--- src/design/ritter_bounding_sphere_core_assert.svh ---
// assertion macros for the bounding sphere core
`ifndef RITTER_BOUNDING_SPHERE_CORE_ASSERT_SVH
`define RITTER_BOUNDING_SPHERE_CORE_ASSERT_SVH
// implication checked every edge outside reset
`define RBS_ASSERT_IMP(lbl, ante, cons, msg) \
  lbl: assert property (@(posedge clk) disable iff (rst) (ante) |-> (cons)) else $error(msg);
// next-cycle implication
`define RBS_ASSERT_NXT(lbl, ante, cons, msg) \
  lbl: assert property (@(posedge clk) disable iff (rst) (ante) |=> (cons)) else $error(msg);
`endif

--- src/design/rbs_pkg.sv ---
`timescale 1ns / 1ps
// ---------------------------------------------------------------------------
// rbs_pkg
// shared types and constants of the bounding sphere core
// ---------------------------------------------------------------------------
package rbs_pkg;
  localparam int MAX_POINTS = 4096;
  localparam int CB = 24;
  localparam int RB = CB + 1;
  localparam int AB = $clog2(MAX_POINTS);
  localparam int NB = AB + 1;
  localparam int D2B = 2 * CB + 3;
  localparam int SQB = (D2B + 1) / 2;

  typedef logic signed [CB-1:0] coord_t;
  typedef struct packed {
    coord_t z;
    coord_t y;
    coord_t x;
  } point_t;

  typedef enum logic [3:0] {
    ST_LOAD, ST_SEL, ST_SEED, ST_SEEDSQ, ST_RD, ST_DIST, ST_CMP, ST_SQRT,
    ST_DIV, ST_GROW, ST_OUT
  } state_t;

  typedef struct packed {
    logic start;
    logic [D2B-1:0] val;
  } sqrt_req_t;

  typedef struct packed {
    logic start;
    logic [2*CB+RB:0] num;
    logic [SQB:0] den;
  } div_req_t;
endpackage

--- src/design/rbs_sqrt.sv ---
`timescale 1ns / 1ps
// ---------------------------------------------------------------------------
// rbs_sqrt
// bit-serial floor square root, one result bit per cycle
// ---------------------------------------------------------------------------
module rbs_sqrt (
  input  logic                    clk,
  input  logic                    rst,
  input  rbs_pkg::sqrt_req_t      req,
  output logic                    done,
  output logic [rbs_pkg::SQB-1:0] root
);
  localparam int W = rbs_pkg::D2B + 1;
  logic [W-1:0] rad;
  logic [W+1:0] rem;
  logic [rbs_pkg::SQB-1:0] q;
  logic [$clog2(rbs_pkg::SQB+1)-1:0] cnt;
  logic busy;
  logic [W+1:0] trial;
  logic [W+1:0] rem_sh;

  assign rem_sh = {rem[W-1:0], rad[W-1:W-2]};
  assign trial = rem_sh - {{(W+2-rbs_pkg::SQB-2){1'b0}}, q, 2'b01};
  assign root = q;

  always_ff @(posedge clk) begin
    if (rst) begin
      busy <= 1'b0;
      done <= 1'b0;
    end else begin
      done <= 1'b0;
      if (req.start) begin
        busy <= 1'b1;
        rad <= {1'b0, req.val};
        rem <= '0;
        q <= '0;
        cnt <= '0;
      end else if (busy) begin
        rad <= {rad[W-3:0], 2'b00};
        if (!trial[W+1]) begin
          rem <= trial;
          q <= {q[rbs_pkg::SQB-2:0], 1'b1};
        end else begin
          rem <= rem_sh;
          q <= {q[rbs_pkg::SQB-2:0], 1'b0};
        end
        cnt <= cnt + 1'b1;
        if (cnt == ($clog2(rbs_pkg::SQB+1))'(rbs_pkg::SQB - 1)) begin
          busy <= 1'b0;
          done <= 1'b1;
        end
      end
    end
  end
endmodule

--- config.mk ---
export PLATFORM = sky130hd
export DESIGN_NAME = rbs_sqrt
export DESIGN_NICKNAME = d
export VERILOG_FILES = /design/src/design/ritter_bounding_sphere_core_assert.svh /design/src/design/rbs_pkg.sv /design/src/design/rbs_sqrt.sv
export SDC_FILE = /design/constraint.sdc
export NUM_CORES = 1
export LEC_CHECK = 0
export BUFFER_PORTS_ARGS = -buffer_cell sky130_fd_sc_hd__buf_4
export CAP_MARGIN = 40
export CORE_MARGIN = 4
export CORE_UTILIZATION = 32
export CTS_CLUSTER_SIZE = 16
export DETAILED_ROUTE_END_ITERATION = 10
export HOLD_SLACK_MARGIN = 0.08
export PLACE_DENSITY = 0.52
export SLEW_MARGIN = 20
export SYNTH_ARGS = -nofsm -noshare
export SYNTH_HDL_FRONTEND = slang
export SYNTH_SLANG_ARGS = --single-unit
--- constraint.sdc ---
create_clock -name clk -period 20.7 [get_ports clk]
set_input_delay 1.035 -clock clk [delete_from_list [all_inputs] [get_ports clk]]
set_output_delay 1.035 -clock clk [all_outputs]
set_load 0.02 [all_outputs]
After elaboration in Yosys (flattened, before gate mapping):

Index checks and enable logic that the tools add are counted.

* $add $sub $neg: 2
* equal/unequal tests: 1
* muxes and demuxes: 11
* bitwise operators: 2
* reductions and logical operators: 3

Operators by type and width (number)
* $mux W52: 3
* $sub A54 B28 Y54: 1
* $mux W51: 1
* $mux W26: 1
* $add A5 B1 Y5 const B: 1
* $eq A5 B5 Y1 const B: 1
* $mux W1: 5
* $mux W5: 1
* $reduce_or A3 Y1: 1
* $not A1 Y1: 2
* $reduce_and A2 Y1: 1
* $reduce_bool A2 Y1: 1

* register bits after elaboration: 137

Logic depth before layout (Yosys ltp):

* word-level depth: 4
* gate-level depth with buffers: 13

Worst setup path after synthesis:

No wires, ideal clock.

* path kind: input-to-reg
* start: input req[51] (netlist name)
* end: register cnt[0] (netlist name), enable pin
* setup time: 0.632 ns
* arrival: 7.264 ns
* data required time: 20.068 ns
* setup slack: 12.804 ns
* stages on the path: 4
* cells stage by stage: clkbuf_1 > clkbuf_1 > nor2_1 > nor2_1

* longest elaborated chain between the ends: 2

Ends and longest elaborated chain
* start, declared: RTL line rbs_sqrt.sv:9 `input rbs_pkg::sqrt_req_t req,`
* $reduce_bool A2 Y1 (no source line)
* $reduce_and A2 Y1 (no source line)
* end signal, assigned: RTL line rbs_sqrt.sv:47 `cnt <= cnt + 1'b1;`
* end, declared: RTL line rbs_sqrt.sv:17 `logic [$clog2(rbs_pkg::SQB+1)-1:0] cnt;`

Every way passes these cells.
A chain may end at the register's enable or synchronous reset.

Worst setup path in the final report:

* start: register q (netlist bit root[24])
* end: register rem[49] (data pin)

* longest elaborated chain between the ends: 3

Ends and longest elaborated chain
* start, declared: RTL line rbs_sqrt.sv:16 `logic [rbs_pkg::SQB-1:0] q;`
* start signal, assigned: RTL line rbs_sqrt.sv:42 `q <= {q[rbs_pkg::SQB-2:0], 1'b1};`
* start signal, assigned: RTL line rbs_sqrt.sv:45 `q <= {q[rbs_pkg::SQB-2:0], 1'b0};`
* $sub A54 B28 Y54: RTL line rbs_sqrt.sv:23 `assign trial = rem_sh - {{(W+2-rbs_pkg::SQB-2){1'b0}}, q, 2'b01};`
* $mux W52: RTL line rbs_sqrt.sv:40 `if (!trial[W+1]) begin`
* $mux W52: RTL line rbs_sqrt.sv:38 `end else if (busy) begin`
* end signal, assigned: RTL line rbs_sqrt.sv:41 `rem <= trial;`
* end signal, assigned: RTL line rbs_sqrt.sv:44 `rem <= rem_sh;`
* end, declared: RTL line rbs_sqrt.sv:15 `logic [W+1:0] rem;`

Every way passes these cells. The select of a mux whose other input is x is not followed.

==> qor.yml <==
run_status:
  outcome: "completed"
floorplanning:
  io_pins: 81
  rows: 57
  coreArea_sq_um: 24390
  die_area_sq_um: 27490
  die_w_um: 165.8
  initial_core_util_pct: 32.67
  die_h_um: 165.8
layout:
  fin_cells: 1138
  layout.nets: 884
  insertedDiodeCount: 0
  drive_gt1_share_pct: 21.74
  final_cell_mix: "135 x edfxtp_1, 86 x buf_4, 78 x nor2_1, 58 x a21oi_1, 49 x mux2_2"
  syn_to_final_growth_pct: 19.33
  layout.core_utilization_pct: 38.98
  layout_commonest_cell: "edfxtp_1"
logic_synthesis:
  syn_area_per_cell_sq_um: 11.01
  syn_area_sq_um: 7968
  ys_seq_area_share_pct: 51.38
  yosys.area.top_type: "edfxtp_1"
  synthCells: 724
  yosysWarnings: 0
  ys_ff_latch: 137
  netlist_top_cells_area: "edfxtp_1 51%, mux2_2 6.9%, ha_1 4.6%"
  syn_nets: 807
  synth_edf_count: 135
  yosysTopAreaCellShare_pct: 50.88
  synth_ff_type: "edfxtp_1"
  ys_async_sr_fraction_pct: 0
  synth_cell_types: 58
timing:
  drv_slew: 0
  rsz0062_at_grt: "false"
  fin_setup_tns_ns: 0
  tightest_slew_ns: 0.7937
  fin_crit_sh_pct: 18.37
  fin_skew_ns: 0.01478
  hold_viol_final: 0
  timing.fmax_mhz: 262.9
  timing.final.crit_period_ns: 3.803
  finalSetupViolCount: 0
  max-slew-margin-rel_pct: 46.60
placement:
  routabilityCongestion: 0.7804
  hpwl_um: 12510
  place_inst: 1106
  portBuffers: 80
cts:
  cts_tree: "done"
  cts_hold_buf: 0
  post-cts-setup-buffer-count: 0
  cts.clk_slew.worst_paths_ns: 0.07
  post_cts_resized: 0
  numCtsBuffers: 17
  clockBufferDepth: 2
  root_buffer: "clkbuf_16"
  cts_sinks: 137
  h-tree-depth: 4
  clock_latency_ns: 0.43
global_routing:
  antenna_found_initial: 0
  grt_pass1_vias: 5768
  grt_pass1_wl_um: 30040
  grt_use_total_pct: 13.18
  grt_max_degree: 61
  grt.overflow.total: 0
power_and_ir_drop:
  peakVddDrop_uv: 50.63
  p_leak_nw: 3.635
  powerDensity_nw_per_um2: 82.39
  p_total_mw: 0.7834
drt:
  drc_errors: 0
  dr.pass1.iters: 5
  ant_nets: 0
  vias: 5830
  routed_via_density: 5.123
  wire_per_inst_um: 16.13
  drt_iter0_drc: 413
  wl_um: 18360
worst_setup_path:
  cpMaxStageDelayCell: "or3_4"
  cp-startpoint: "root[24]"
  crit_required_ns: 20.88
  worstSetupStartpointType: "register"
  worstRegToRegCells: 9
  reg2reg_slack_ns: 16.90
  crit_path_end: "rem[49]"
  end_kind: "register"
  worstSetupPathType: "register to register"
  cpPeakStageDelay_ns: 0.57
  rr_startpoint: "root[24]"
  crit_fanout: 49
  rr_endpoint: "rem[49]"
  worstPathCellList: "inv_1 -> ha_1 -> a21o_1 -> a2111oi_0 -> nand4_1 -> a211o_1 -> or3_4 -> nor4b_1 -> mux2_1"
  crit_arrival_ns: 3.98
min_path:
  hold_class: "register to register"
job:
  cap_violations: 0
metal layers:
layer / vias up / routed length, um / global-route usage [%]
met1: 2815 / 8982 / 18.32
met2: 129 / 8216 / 20.35
li1: 2875 / - / -
met4: 0 / 151 / 3.264
met5: - / 0 / 0
met3: 11 / 1006 / 3.832
synthesized netlist by cell type (13+ instances only):
master    instances
edfxtp_1        135
nor2_1           79
a21oi_1          58
mux2_2           49
inv_1            42
nand2_1          30
ha_1             29
clkbuf_1         26
xnor2_1          19
mux2i_1          18
or4_1            16
o31ai_1          14
o21ai_0          13
or3_1            13
kinds of logic (layout without fill, tap and decap cells):
logic type	Yosys count	after routing	synth area share, %
and+or+nand+nor	229	229	14.92
AOI/OAI and AO/OA	160	160	12.92
DFF	137	137	51.38
muxes	72	72	9.893
buffers and inverters	71	161	3.470
adders and majority gates	29	29	4.554
xor gates and xnor gates	26	26	2.858
worst max-delay path: cells and delay by family (launching register included):
kind,cells,cell delay [ns]
compound gates,3,1.10
fa+ha+maj,1,0.38
buf+inv,1,0.06
flops,1,0.35
mux,1,0.36
simple gates,3,1.28
through the flow:
stage / instance area [sq um] / setup slack, ns / hold WS (ns)
finish: 9508 / 16.90 / 0.4787
floorplan: 7968 / 12.80 / 0.4600
CTS: 9508 / 16.91 / 0.4821
global placement: 8914 / 16.66 / 0.4706
detailed placement: 8934 / 16.75 / 0.4738
global route: 9508 / 16.50 / 0.4920
state kept, by name, indices dropped and copies added, names as in the netlist:
register  count
rad          52
rem          52
root         26
cnt           5
busy          1
done          1
power breakdown:
part           internal, mW  total [mW]  switching (mW)
clock network         0.161       0.302           0.141
logic                0.0605       0.141          0.0806
registers             0.330       0.340          0.0105
total                 0.551       0.783           0.232
worst min path at each step:
stage,startpoint,endpoint,slack [ns],depth (start not counted)
after CTS,busy,done,0.48,1
after global placement,busy,done,0.47,1
after floorplan,busy,done,0.46,1
after global routing,busy,done,0.49,1
final,busy,done,0.48,1
after detailed placement,busy,done,0.47,1
cell type report:
cell class,instances,area (sq um)
fillers,2438,14880
flip-flops and latches,137,4094
multi-input cells,516,3611
repair buffers,87,665.6
clock buffers,17,425.4
well taps,324,405.4
inverters,42,157.7
clock inverters,15,148.9
No activity file was read; power rests on OpenSTA's default activity.
