**src/design/ritter_bounding_sphere_core_assert.svh**
```systemverilog
// assertion macros for the bounding sphere core
`ifndef RITTER_BOUNDING_SPHERE_CORE_ASSERT_SVH
`define RITTER_BOUNDING_SPHERE_CORE_ASSERT_SVH
// implication checked every edge outside reset
`define RBS_ASSERT_IMP(lbl, ante, cons, msg) \
  lbl: assert property (@(posedge clk) disable iff (rst) (ante) |-> (cons)) else $error(msg);
// next-cycle implication
`define RBS_ASSERT_NXT(lbl, ante, cons, msg) \
  lbl: assert property (@(posedge clk) disable iff (rst) (ante) |=> (cons)) else $error(msg);
`endif

```
**src/design/rbs_pkg.sv**
```systemverilog
`timescale 1ns / 1ps
// ---------------------------------------------------------------------------
// rbs_pkg
// shared types and constants of the bounding sphere core
// ---------------------------------------------------------------------------
package rbs_pkg;
  localparam int MAX_POINTS = 4096;
  localparam int CB = 24;
  localparam int RB = CB + 1;
  localparam int AB = $clog2(MAX_POINTS);
  localparam int NB = AB + 1;
  localparam int D2B = 2 * CB + 3;
  localparam int SQB = (D2B + 1) / 2;

  typedef logic signed [CB-1:0] coord_t;
  typedef struct packed {
    coord_t z;
    coord_t y;
    coord_t x;
  } point_t;

  typedef enum logic [3:0] {
    ST_LOAD, ST_SEL, ST_SEED, ST_SEEDSQ, ST_RD, ST_DIST, ST_CMP, ST_SQRT,
    ST_DIV, ST_GROW, ST_OUT
  } state_t;

  typedef struct packed {
    logic start;
    logic [D2B-1:0] val;
  } sqrt_req_t;

  typedef struct packed {
    logic start;
    logic [2*CB+RB:0] num;
    logic [SQB:0] den;
  } div_req_t;
endpackage

```
**src/design/rbs_div.sv**
```systemverilog
`timescale 1ns / 1ps
// ---------------------------------------------------------------------------
// rbs_div
// restoring divider, one quotient bit per cycle, floor with remainder flag
// ---------------------------------------------------------------------------
module rbs_div (
  input  logic                clk,
  input  logic                rst,
  input  rbs_pkg::div_req_t   req,
  output logic                done,
  output logic [2*rbs_pkg::CB+rbs_pkg::RB:0] quot,
  output logic                rem_nz
);
  localparam int NW = 2 * rbs_pkg::CB + rbs_pkg::RB + 1;
  localparam int DW = rbs_pkg::SQB + 1;
  logic [NW-1:0] n;
  logic [DW:0] r;
  logic [DW-1:0] d;
  logic [$clog2(NW+1)-1:0] cnt;
  logic busy;
  logic [DW:0] rs;

  assign rs = {r[DW-1:0], n[NW-1]};
  assign quot = n;
  assign rem_nz = |r;

  always_ff @(posedge clk) begin
    if (rst) begin
      busy <= 1'b0;
      done <= 1'b0;
    end else begin
      done <= 1'b0;
      if (req.start) begin
        busy <= 1'b1;
        n <= req.num;
        d <= req.den;
        r <= '0;
        cnt <= '0;
      end else if (busy) begin
        if (rs >= {1'b0, d}) begin
          r <= rs - {1'b0, d};
          n <= {n[NW-2:0], 1'b1};
        end else begin
          r <= rs;
          n <= {n[NW-2:0], 1'b0};
        end
        cnt <= cnt + 1'b1;
        if (cnt == ($clog2(NW+1))'(NW - 1)) begin
          busy <= 1'b0;
          done <= 1'b1;
        end
      end
    end
  end
endmodule

```
**config.mk**
```make
export PLATFORM = sky130hd
export DESIGN_NAME = rbs_div
export DESIGN_NICKNAME = d
export VERILOG_FILES = /design/src/design/ritter_bounding_sphere_core_assert.svh /design/src/design/rbs_pkg.sv /design/src/design/rbs_div.sv
export SDC_FILE = /design/constraint.sdc
export NUM_CORES = 1
export LEC_CHECK = 0
export BUFFER_PORTS_ARGS = -buffer_cell sky130_fd_sc_hd__buf_2
export CAP_MARGIN = 20
export CORE_MARGIN = 4
export CORE_UTILIZATION = 51
export CTS_CLUSTER_DIAMETER = 30
export CTS_CLUSTER_SIZE = 30
export DETAILED_ROUTE_END_ITERATION = 8
export GPL_TIMING_DRIVEN = 0
export PLACE_DENSITY = 0.73
export SYNTH_ARGS = -nofsm -noshare
export SYNTH_HDL_FRONTEND = slang
export SYNTH_SLANG_ARGS = --single-unit
```
**constraint.sdc**
```tcl
create_clock -name clk -period 13.6 [get_ports clk]
set_input_delay 2.04 -clock clk [delete_from_list [all_inputs] [get_ports clk]]
set_output_delay 2.04 -clock clk [all_outputs]
set_load 0.01 [all_outputs]
```
; After elaboration in Yosys (flattened, before gate mapping)
; Cells that the tools add are included.
; W data, S select, Z words.
[word_totals]
ff_bits = 138
inputBits = 104
output_inout_bits = 76
word_cells = 27
[classes]
n_addsub = 2
magnitude_cmp = 1
eq_ne = 1
n_mux = 10
n_bitwise = 2
reduce_logical = 5
[op_table]
columns = op, n
row1 = $mux W74, 2
row2 = $mux W28, 2
row3 = $ge A28 B27 Y1, 1
row4 = $reduce_or A28 Y1, 1
row5 = $sub A28 B27 Y28, 1
row6 = $add A7 B1 Y7 const B, 1
row7 = $eq A7 B7 Y1 const B, 1
row8 = $mux W7, 1
row9 = $mux W1, 5
row10 = $reduce_and A2 Y1, 2
row11 = $reduce_or A3 Y1, 1
row12 = $not A1 Y1, 2
row13 = $reduce_bool A2 Y1, 1

; Longest topological paths before layout
; Gate-level depths: netlist of the first run.
[depth]
depth_word = 4
ltp_mapped = 12
ltp_nobuf = 10

; Worst setup path before layout of the first run
; No wires, ideal clock.
[synth_path]
path_type = in2reg
startpoint = input port req[101] in the netlist's numbering
endpoint = register cnt[0] (enable)
setup_ns = 0.579
t_arrival_ns = 6.931
required_time_ns = 13.021
slack_ns = 6.090
stages = 3
n_path_buf = 1
cell_sequence = clkbuf_1 -> nor2_1 -> nor2_1
[synth_between]
elab_chain_len = 2
[synth_rtl]
columns = element, line
row1 = start: declaration, rbs_div.sv:9  ; input rbs_pkg::div_req_t req,
row2 = $reduce_bool A2 Y1 (no source line), --
row3 = $reduce_and A2 Y1 (no source line), --
row4 = end signal: assignment, rbs_div.sv:47  ; cnt <= cnt + 1'b1;
row5 = end: declaration, rbs_div.sv:19  ; logic [$clog2(NW+1)-1:0] cnt;
; No other way between the ends.
; A chain may end at the register's enable or synchronous reset.

; Final worst setup path of the first run
[layout_path]
startpoint = register r[0]
endpoint = output port rem_nz
[layout_between]
elab_chain_len = 1
[layout_rtl]
columns = element, line
row1 = start: declaration, rbs_div.sv:17  ; logic [DW:0] r;
row2 = start signal: assignment, rbs_div.sv:41  ; r <= rs - {1'b0, d};
row3 = start signal: assignment, rbs_div.sv:44  ; r <= rs;
row4 = $reduce_or A28 Y1, rbs_div.sv:25  ; assign rem_nz = |r;
row5 = end: declaration, rbs_div.sv:12  ; output logic rem_nz
; No other way between the ends.

==> results of run 1 <==
==> path summary, 6_finish.rpt <==
| kind | endpoint | slack [ns] | depth (start not counted) |
|---|---|---|---|
| max | rem_nz | 9.69 | 4 |
| min | done | 0.49 | 1 |
| max reg2reg | r[18] | 10.09 | 11 |
| min reg2reg | done | 0.49 | 1 |
==> Yosys cell counts (all sizes together), types with 3 or more instances <==
cell / count
nand2: 47
a211o: 3
xor2: 12
nor2b: 5
ha: 29
mux2: 74
a211oi: 8
o21ai: 26
o31ai: 4
o31a: 3
nand3: 15
inv: 33
or3: 3
xnor2: 12
nand4: 8
nor3: 6
and3: 6
clkbuf: 11
nor4b: 4
buf: 18
a2111oi: 3
a21o: 9
nor2: 35
o21a: 8
a21oi: 34
and2: 4
a31o: 5
nor4: 9
edfxtp: 136
==> state kept, by name (all words and copies together) (netlist names) <==
name	count
quot	74
r	28
d	27
cnt	7
busy	1
done	1
==> power breakdown <==
group / switching (mW) / total, mW / internal, mW
clock network: 0.183 / 0.453 / 0.269
logic: 0.172 / 0.296 / 0.124
registers: 0.0205 / 0.534 / 0.513
==> cell families after synthesis <==
group | synth area share (%)
adders and majority gates | 5.18
AOI/OAI and AO/OA | 11.1
and+or+nand+nor | 10.0
DFF | 55.8
muxes | 11.4
xor gates and xnor gates | 2.84
buffers and inverters | 3.67
==> layout by cell type, fill, tap and decap left out, drive strengths merged, types with 3 or more instances in the layout <==
cell type / instances
a2111oi: 3
a211o: 3
a211oi: 8
a21o: 9
a21oi: 34
a31o: 5
and2: 4
and3: 6
buf: 200
clkbuf: 28
clkinv: 8
edfxtp: 136
ha: 29
inv: 35
mux2: 74
nand2: 47
nand3: 15
nand4: 8
nor2: 35
nor2b: 5
nor3: 6
nor4: 9
nor4b: 4
o21a: 8
o21ai: 26
o31a: 3
o31ai: 4
or3: 3
xnor2: 12
xor2: 12
==> routing by layer <==
metal	part of all wire [%]	vias to the layer above	routed length [um]
li1	-	2677	-
met1	40	2780	7370
met2	50	235	9270
met3	8.6	33	1600
met4	2.1	0	400
met5	0	-	0
==> final cells by class <==
class                   count  area share [%]
flip-flops and latches    138            45.0
multi-input cells         401            32.9
repair buffers            182            10.4
clock buffers              17            4.64
well taps                 180            2.46
clock inverters            14            1.62
plain buffers              29            1.61
inverters                  33            1.35
==> per-stage QoR <==
stage / power [mW] / util (%) / area (um^2) / hold slack (ns) / worst slack [ns]
detailed placement: 0.832 / 61.2 / 8590 / 0.476 / 9.38
global route: 1.34 / 65.3 / 9160 / 0.511 / 9.62
floorplan: 0.742 / - / 7390 / 0.460 / 6.09
finish: 1.28 / 65.3 / 9160 / 0.493 / 9.69
CTS: 1.29 / 65.3 / 9160 / 0.495 / 9.70
global placement: 0.824 / 60.6 / 8510 / 0.468 / 3.85
==> worst reg2reg max path, cell delays in order (launching register included) <==
cell	delay, ns
sky130_fd_sc_hd__edfxtp_1	0.43
sky130_fd_sc_hd__inv_1	0.07
sky130_fd_sc_hd__ha_1	0.22
sky130_fd_sc_hd__fa_1	0.41
sky130_fd_sc_hd__and2b_1	0.26
sky130_fd_sc_hd__o31ai_2	0.11
sky130_fd_sc_hd__a31o_2	0.30
sky130_fd_sc_hd__o2111a_2	0.30
sky130_fd_sc_hd__nor2_2	0.41
sky130_fd_sc_hd__buf_2	0.37
sky130_fd_sc_hd__nor2_1	0.08
sky130_fd_sc_hd__a211oi_1	0.34
==> results.txt, run 1 <==
For the DRC violation total after the first TritonRoute iteration, the log shows 467. Across all layers, the routed design uses 5725 vias. The logs give 0 for the count of max-cap constraint violations and 5 for the number of iterations in the first detailed-routing pass.

The final hold violation count is 0, and the initial antenna violation count is 0. The master of the slowest instance on the critical path was sky130_fd_sc_hd__edfxtp_1. In this run, post-CTS repair resized a total of 0 instances.

The synthesized netlist occupies a cell area of 7390 um^2. At the end of routability-driven placement, the weighted congestion stood at 0.905. The number of nets in the synthesized netlist is 735.

For the finished layout, the period the worst path requires is 3.91 ns. Startpoint of the tightest hold check path: busy. In the final layout, the share of cells above drive strength 1 is 38.8%.

The flow ran to the end, and the final reports show no timing, DRC or antenna violations. After the last flow step, the layout net total stands at 936. In this run the count of I/O pins placed on the die edge is 180. Sorting the synthesized cells by area gives the leading types as sky130_fd_sc_hd__edfxtp_1 (55%), sky130_fd_sc_hd__mux2_2 (11%), sky130_fd_sc_hd__ha_1 (4.9%). The share of the clock period used by the worst path after layout is 28.8%, and the insertion delay of the later-clocked pin in the worst-skew pair is 0.43 ns. The tightest min-delay check is of the flop to flop type.

The initial utilization of the core area, before any placement, comes to 52.7%. After clock tree synthesis, the clock-pin slew on the worst setup and hold paths is 0.06 ns. For met3 alone, demand over resource in global routing was 7.72%. The run gives 0 as the number of hold-repair buffers added at the cts stage.

For this run, global-route usage on met2 was measured as 38.0%. During synthesis, Yosys emitted a total of 0 warnings. Buffers plus inverters on the worst setup path: 1.

CTS built an H-tree with a depth of 4. For the placeable core area, the log shows 14000 um^2. Global routing finished with a remaining overflow of 0. The clock arrives with 0.0105 ns of skew. The power density over the cells came out at 140 nW/um^2.

The post-synthesis instance total is 601. The launch instance of the worst register-to-register path was quot[73]. The via count of the first global-routing pass is 5952.

After detailed routing, the total wire length is 18600 um. The cell family contributing the most delay on the critical path is simple AND/OR/NAND/NOR gates. Compared with the post-synthesis result, the final layout area differs by 23.9%.

The repair_antennas step left the layout with diodes totalling 0. Counting along the longest clock path gives a buffer depth of 2. Of all cell types, the one taking the most synthesized area is sky130_fd_sc_hd__edfxtp_1. After synthesis, the largest area contributor takes up 55.2% of total cell area. Fill cells in the final layout number 1079. Static power due to leakage: 3.75 nW. The startpoint-to-endpoint class of the critical path was flop to primary output. Top fanout value on the critical path: 4. Traced cell by cell, the critical path runs through nor4_1 -> and4_1 -> nand4_1 -> buf_2. The top flip-flop cell by instance count after synthesis is sky130_fd_sc_hd__edfxtp_1.

For the maximum vdd drop, the log shows 0.105 mV. The mean number of vias per cell came out at 5.76. STA puts the critical path data arrival time at 1.87 ns. The number of port buffers is 179, and the worst-case headroom to the max-slew limit is 36.4%. After routing, the total negative slack on setup checks comes to 0 ns. The busiest layer in global routing was met2. After detailed routing, the number of remaining DRC violations is 0. The number of storage elements in the synthesis netlist came out at 138. The share of synthesized area occupied by flip-flops and latches was 55.8%; the overall routing resource usage was 23.0%. A synthesized cell averages 12.3 um^2. Clock tree synthesis found a total of 138 sinks.

For the global-route track usage on met1, the log shows 28.1%. Entering global routing, the biggest net connects 35 pins. The worst setup path is launched from a flop.

For the worst setup path, the data required time is 11.56 ns. Counting flops with a built-in enable in the synthesized netlist gives 136. The number of distinct standard cells referenced by the synthesized netlist is 61, and the half-perimeter wire length after detailed placement is 13800 um. The proportion of register bits with asynchronous set or reset after synthesis works out to 0%. Setup repair after global routing left no endpoint under its margin. Nature of the critical path endpoint: a primary output. The floorplan has 43 rows. Maximum cell stage delay along the critical path: 0.46 ns.

The final routed wire length divided by cell count is 18.7 um, and the placed instance count is 963. The area of combinational cells with multiple inputs is 3010 um^2, and the antenna violation net count after detailed routing is 0. After clock tree synthesis, the setup repair step added 0 buffers. The fmax was 256 MHz; the die width was 128 um. Across the whole layout, storage elements account for 4120 um^2. TritonCTS built the clock tree. For the final cell count without fillers, the log shows 994.

In this run the vertical extent of the chip is 128 um. The die covers 16500 um^2. For the max-slew violation count, the log shows 0. Setup violations remaining at the end of the flow were counted as 0.

The root buffer cell chosen for the clock tree is sky130_fd_sc_hd__clkbuf_16. The first global-routing pass estimated 29700 um of wire. For the pin with the worst max-slew slack, the measured transition is 0.929 ns. Clock tree synthesis inserted a total of 17 buffers.

Launching instance or port of the critical path: r[0].
(Power assumes the default switching activity.)
==> run 2: changes to the inputs <==
==> constraint.sdc (replaced) <==
create_clock -name clk -period 4 [get_ports clk]
set_input_delay 0.6 -clock clk [delete_from_list [all_inputs] [get_ports clk]]
set_output_delay 0.6 -clock clk [all_outputs]
set_load 0.01 [all_outputs]
==> run 2 against run 1 <==
Net effect: combinational power rose to 3.4 times the previous value; global-route usage rose by 0.55 points; clock skew fell by 0.0030 ns; critical endpoint is now r[18].
==> results.txt, run 2 (synthesis results as in run 1) <==
The logs give 963 for the placed instance count and 0 for the number of buffers inserted by post-CTS setup repair. In the final routed layout, each cell accounts on average for 19.1 um. Signed area change from the synthesized netlist to the final layout: 24.7%. The number of hold-repair buffers added at the cts stage was 0; the share of layout cells above drive strength 1 was 38.8%. Measured along the x axis, the die boundary spans 128 um.

The die covers 16500 um^2. Measured in cells, the most critical reg-to-reg path has a length of 11. Setup violations remaining at the end of the flow were counted as 0.

For the static power due to leakage, the log shows 3.78 nW. Power spread over the standard cell area amounts to 489 nW/um^2. The clock share of power was 37.5%. The logs give 5965 for the via count of the first global-routing pass and 1.30 mW for the net switching power of the design. The buffers plus inverters on the worst setup path works out to 2. Across the run, the number of max-cap violations was 0.

The maximum cell stage delay along the critical path was 0.41 ns. The count of vias placed by the detailed router came out at 5665. The number of port buffers was 179; the clock input transition at the sequential cells of the worst setup and hold paths was 0.06 ns.

Row generation in the floorplan step produced 43 rows. The count of fill cells added during filler insertion was 1079; the fmax was 304 MHz. In this run, post-CTS repair resized a total of 0 instances. Net switching is 28.7% of the power. The first TritonRoute pass finished after 5 iterations. The signal on the critical path passes through inv_1 -> ha_1 -> fa_1 -> and2b_1 -> o31ai_2 -> a31o_2 -> o2111a_2 -> nor2_2 -> buf_2 -> nor2_1 -> a211oi_1.

TritonCTS built the clock tree. Once routing completed, OpenROAD measured the worst setup slack at 0.713 ns. In the finished design, the share of the clock period the worst path needs comes to 82.2%. Global routing finished with a remaining overflow of 0. The die extent in y is 128 um, and the required arrival time at the worst endpoint is 4.24 ns.

Cell internal power was estimated by the tool at 3.22 mW. The post-layout minimum cycle time works out to 3.29 ns. The tree is rooted in a sky130_fd_sc_hd__clkbuf_16. The nature of the critical path endpoint was a flop. Prior to clock tree synthesis, the placed netlist has a worst setup slack of 0.814 ns. The count of inserted antenna diode cells was 0. The run finished with clean final reports. The most common cell after layout, fill and taps aside is sky130_fd_sc_hd__buf_2. Once the floorplan was initialized, standard cells occupied 52.7% of the core.

In this run the number of cells on the critical path is 11. By startpoint and endpoint, the worst setup path is classified as flop to flop. The first routing iteration left 478 violations.

The number of stages on the worst hold path was 1; the number of top-level design ports was 180. The tools report the half-perimeter wire length after detailed placement as 13800 um. IR analysis of the VDD net gives a maximum drop of 0.338 mV. In the final layout, the multi-input gates occupy 3010 um^2.

For this block, the routed nets add up to 19000 um of wire. In the layout the commonest cells are sky130_fd_sc_hd__buf_2 (189), sky130_fd_sc_hd__edfxtp_1 (136), sky130_fd_sc_hd__mux2_2 (74). The initial antenna violation count was 0; the total CTS buffers was 17. For the final cell count without fillers, the log shows 995. Headroom to the max-slew limit came out at 36.3%. The largest delay contributor family on the critical path was compound AO/OA/AOI/OAI gates.

The core region is 14000 um^2. Using the TritonRoute via totals, the vias-per-cell ratio works out to 5.69. For the antenna violation net count after detailed routing, the log shows 0. In the global route stage, overall resource usage came out at 23.6%. The worst min-delay path category is input port to flop. In this run the number of H-tree levels came out at 4. The insertion delay of the later-clocked pin in the worst-skew pair was 0.43 ns.

The slowest stage of the critical path is the sky130_fd_sc_hd__fa_1 cell. Sequential cell area in the final layout: 4120 um^2. The run gives 0 as the final hold violation count. The clock drives 138 sinks.

In this run the worst path has a maximum fanout of 10. For this run, design rule violations remaining after detail routing come to 0. Combinational logic is responsible for 22.3% of the overall power. The number of flip-flops under the largest register name is 74.

In the final design database the tool counted 936 nets. The maximum number of pins on one net before global-route repair was 36; the sequential fraction of design power was 40.3%. The max-slew violation count came out at 0.

The clock arrives with 0.00745 ns of skew. Routability congestion estimate: 0.932. Setup repair after global routing left no endpoint under its margin. For the pin with the worst max-slew slack, the measured transition is 0.931 ns. Final total negative setup slack: 0 ns.

Data arrival time of the critical path: 3.53 ns. The tools report the maximum count of clock buffers along a single path as 2. The first global-routing pass estimated 30200 um of wire. STA classifies the critical path startpoint as a flop.
-- run 2: worst reg2reg max path, stage by stage, from the launching register on --
cell                       delay [ns]
sky130_fd_sc_hd__edfxtp_1        0.39
sky130_fd_sc_hd__inv_1           0.06
sky130_fd_sc_hd__ha_1            0.22
sky130_fd_sc_hd__fa_1            0.41
sky130_fd_sc_hd__and2b_1         0.25
sky130_fd_sc_hd__o31ai_2         0.11
sky130_fd_sc_hd__a31o_2          0.30
sky130_fd_sc_hd__o2111a_2        0.31
sky130_fd_sc_hd__nor2_2          0.38
sky130_fd_sc_hd__buf_2           0.34
sky130_fd_sc_hd__nor2_1          0.07
sky130_fd_sc_hd__a211oi_1        0.26
-- run 2: path summary, 6_finish.rpt --
check	start	end	slack [ns]
setup / recovery	quot[73]	r[18]	0.71
hold / removal	req[20]	d[20]	0.34
setup reg to reg	quot[73]	r[18]	0.71
hold reg to reg	busy	done	0.50
-- run 2: layer usage --
| metal | vias up | global-route usage, % | part of all wire [%] | wire length (um) |
|---|---|---|---|---|
| li1 | 2681 | - | - | - |
| met1 | 2690 | 28.6 | 39 | 7480 |
| met2 | 249 | 37.7 | 49 | 9320 |
| met3 | 45 | 9.80 | 9.1 | 1730 |
| met4 | 0 | 8.80 | 2.3 | 442 |
| met5 | - | 0 | 0 | 0 |
-- run 2: final cells by class --
class	count	share of cell area (%)
Tap cell	180	2.44
Clock inverter	14	2.12
Buffer	29	1.60
Timing Repair Buffer	182	10.4
Multi-Input combinational cell	401	32.7
Inverter	33	1.34
Sequential cell	138	44.7
Clock buffer	18	4.65
-- run 2: power groups by stage --
stage          logic (mW)  clock network, mW  registers (mW)
6_report             1.00               1.69            1.82
3_3_place_gp        0.948                  0            1.84
3_5_place_dp        0.985                  0            1.84
5_1_grt              1.11               1.77            1.83
4_1_cts             0.995               1.71            1.82
2_1_floorplan       0.666                  0            1.85
-- run 2: stage by stage --
| stage | util, % | hold WS, ns | power, mW | area, um^2 |
|---|---|---|---|---|
| after floorplan | - | 0.460 | 2.52 | 7400 |
| after global placement | 60.7 | 0.467 | 2.79 | 8520 |
| after detailed placement | 61.2 | 0.483 | 2.83 | 8600 |
| after CTS | 65.7 | 0.323 | 4.52 | 9220 |
| after global routing | 65.7 | 0.318 | 4.72 | 9220 |
| final | 65.7 | 0.338 | 4.51 | 9220 |
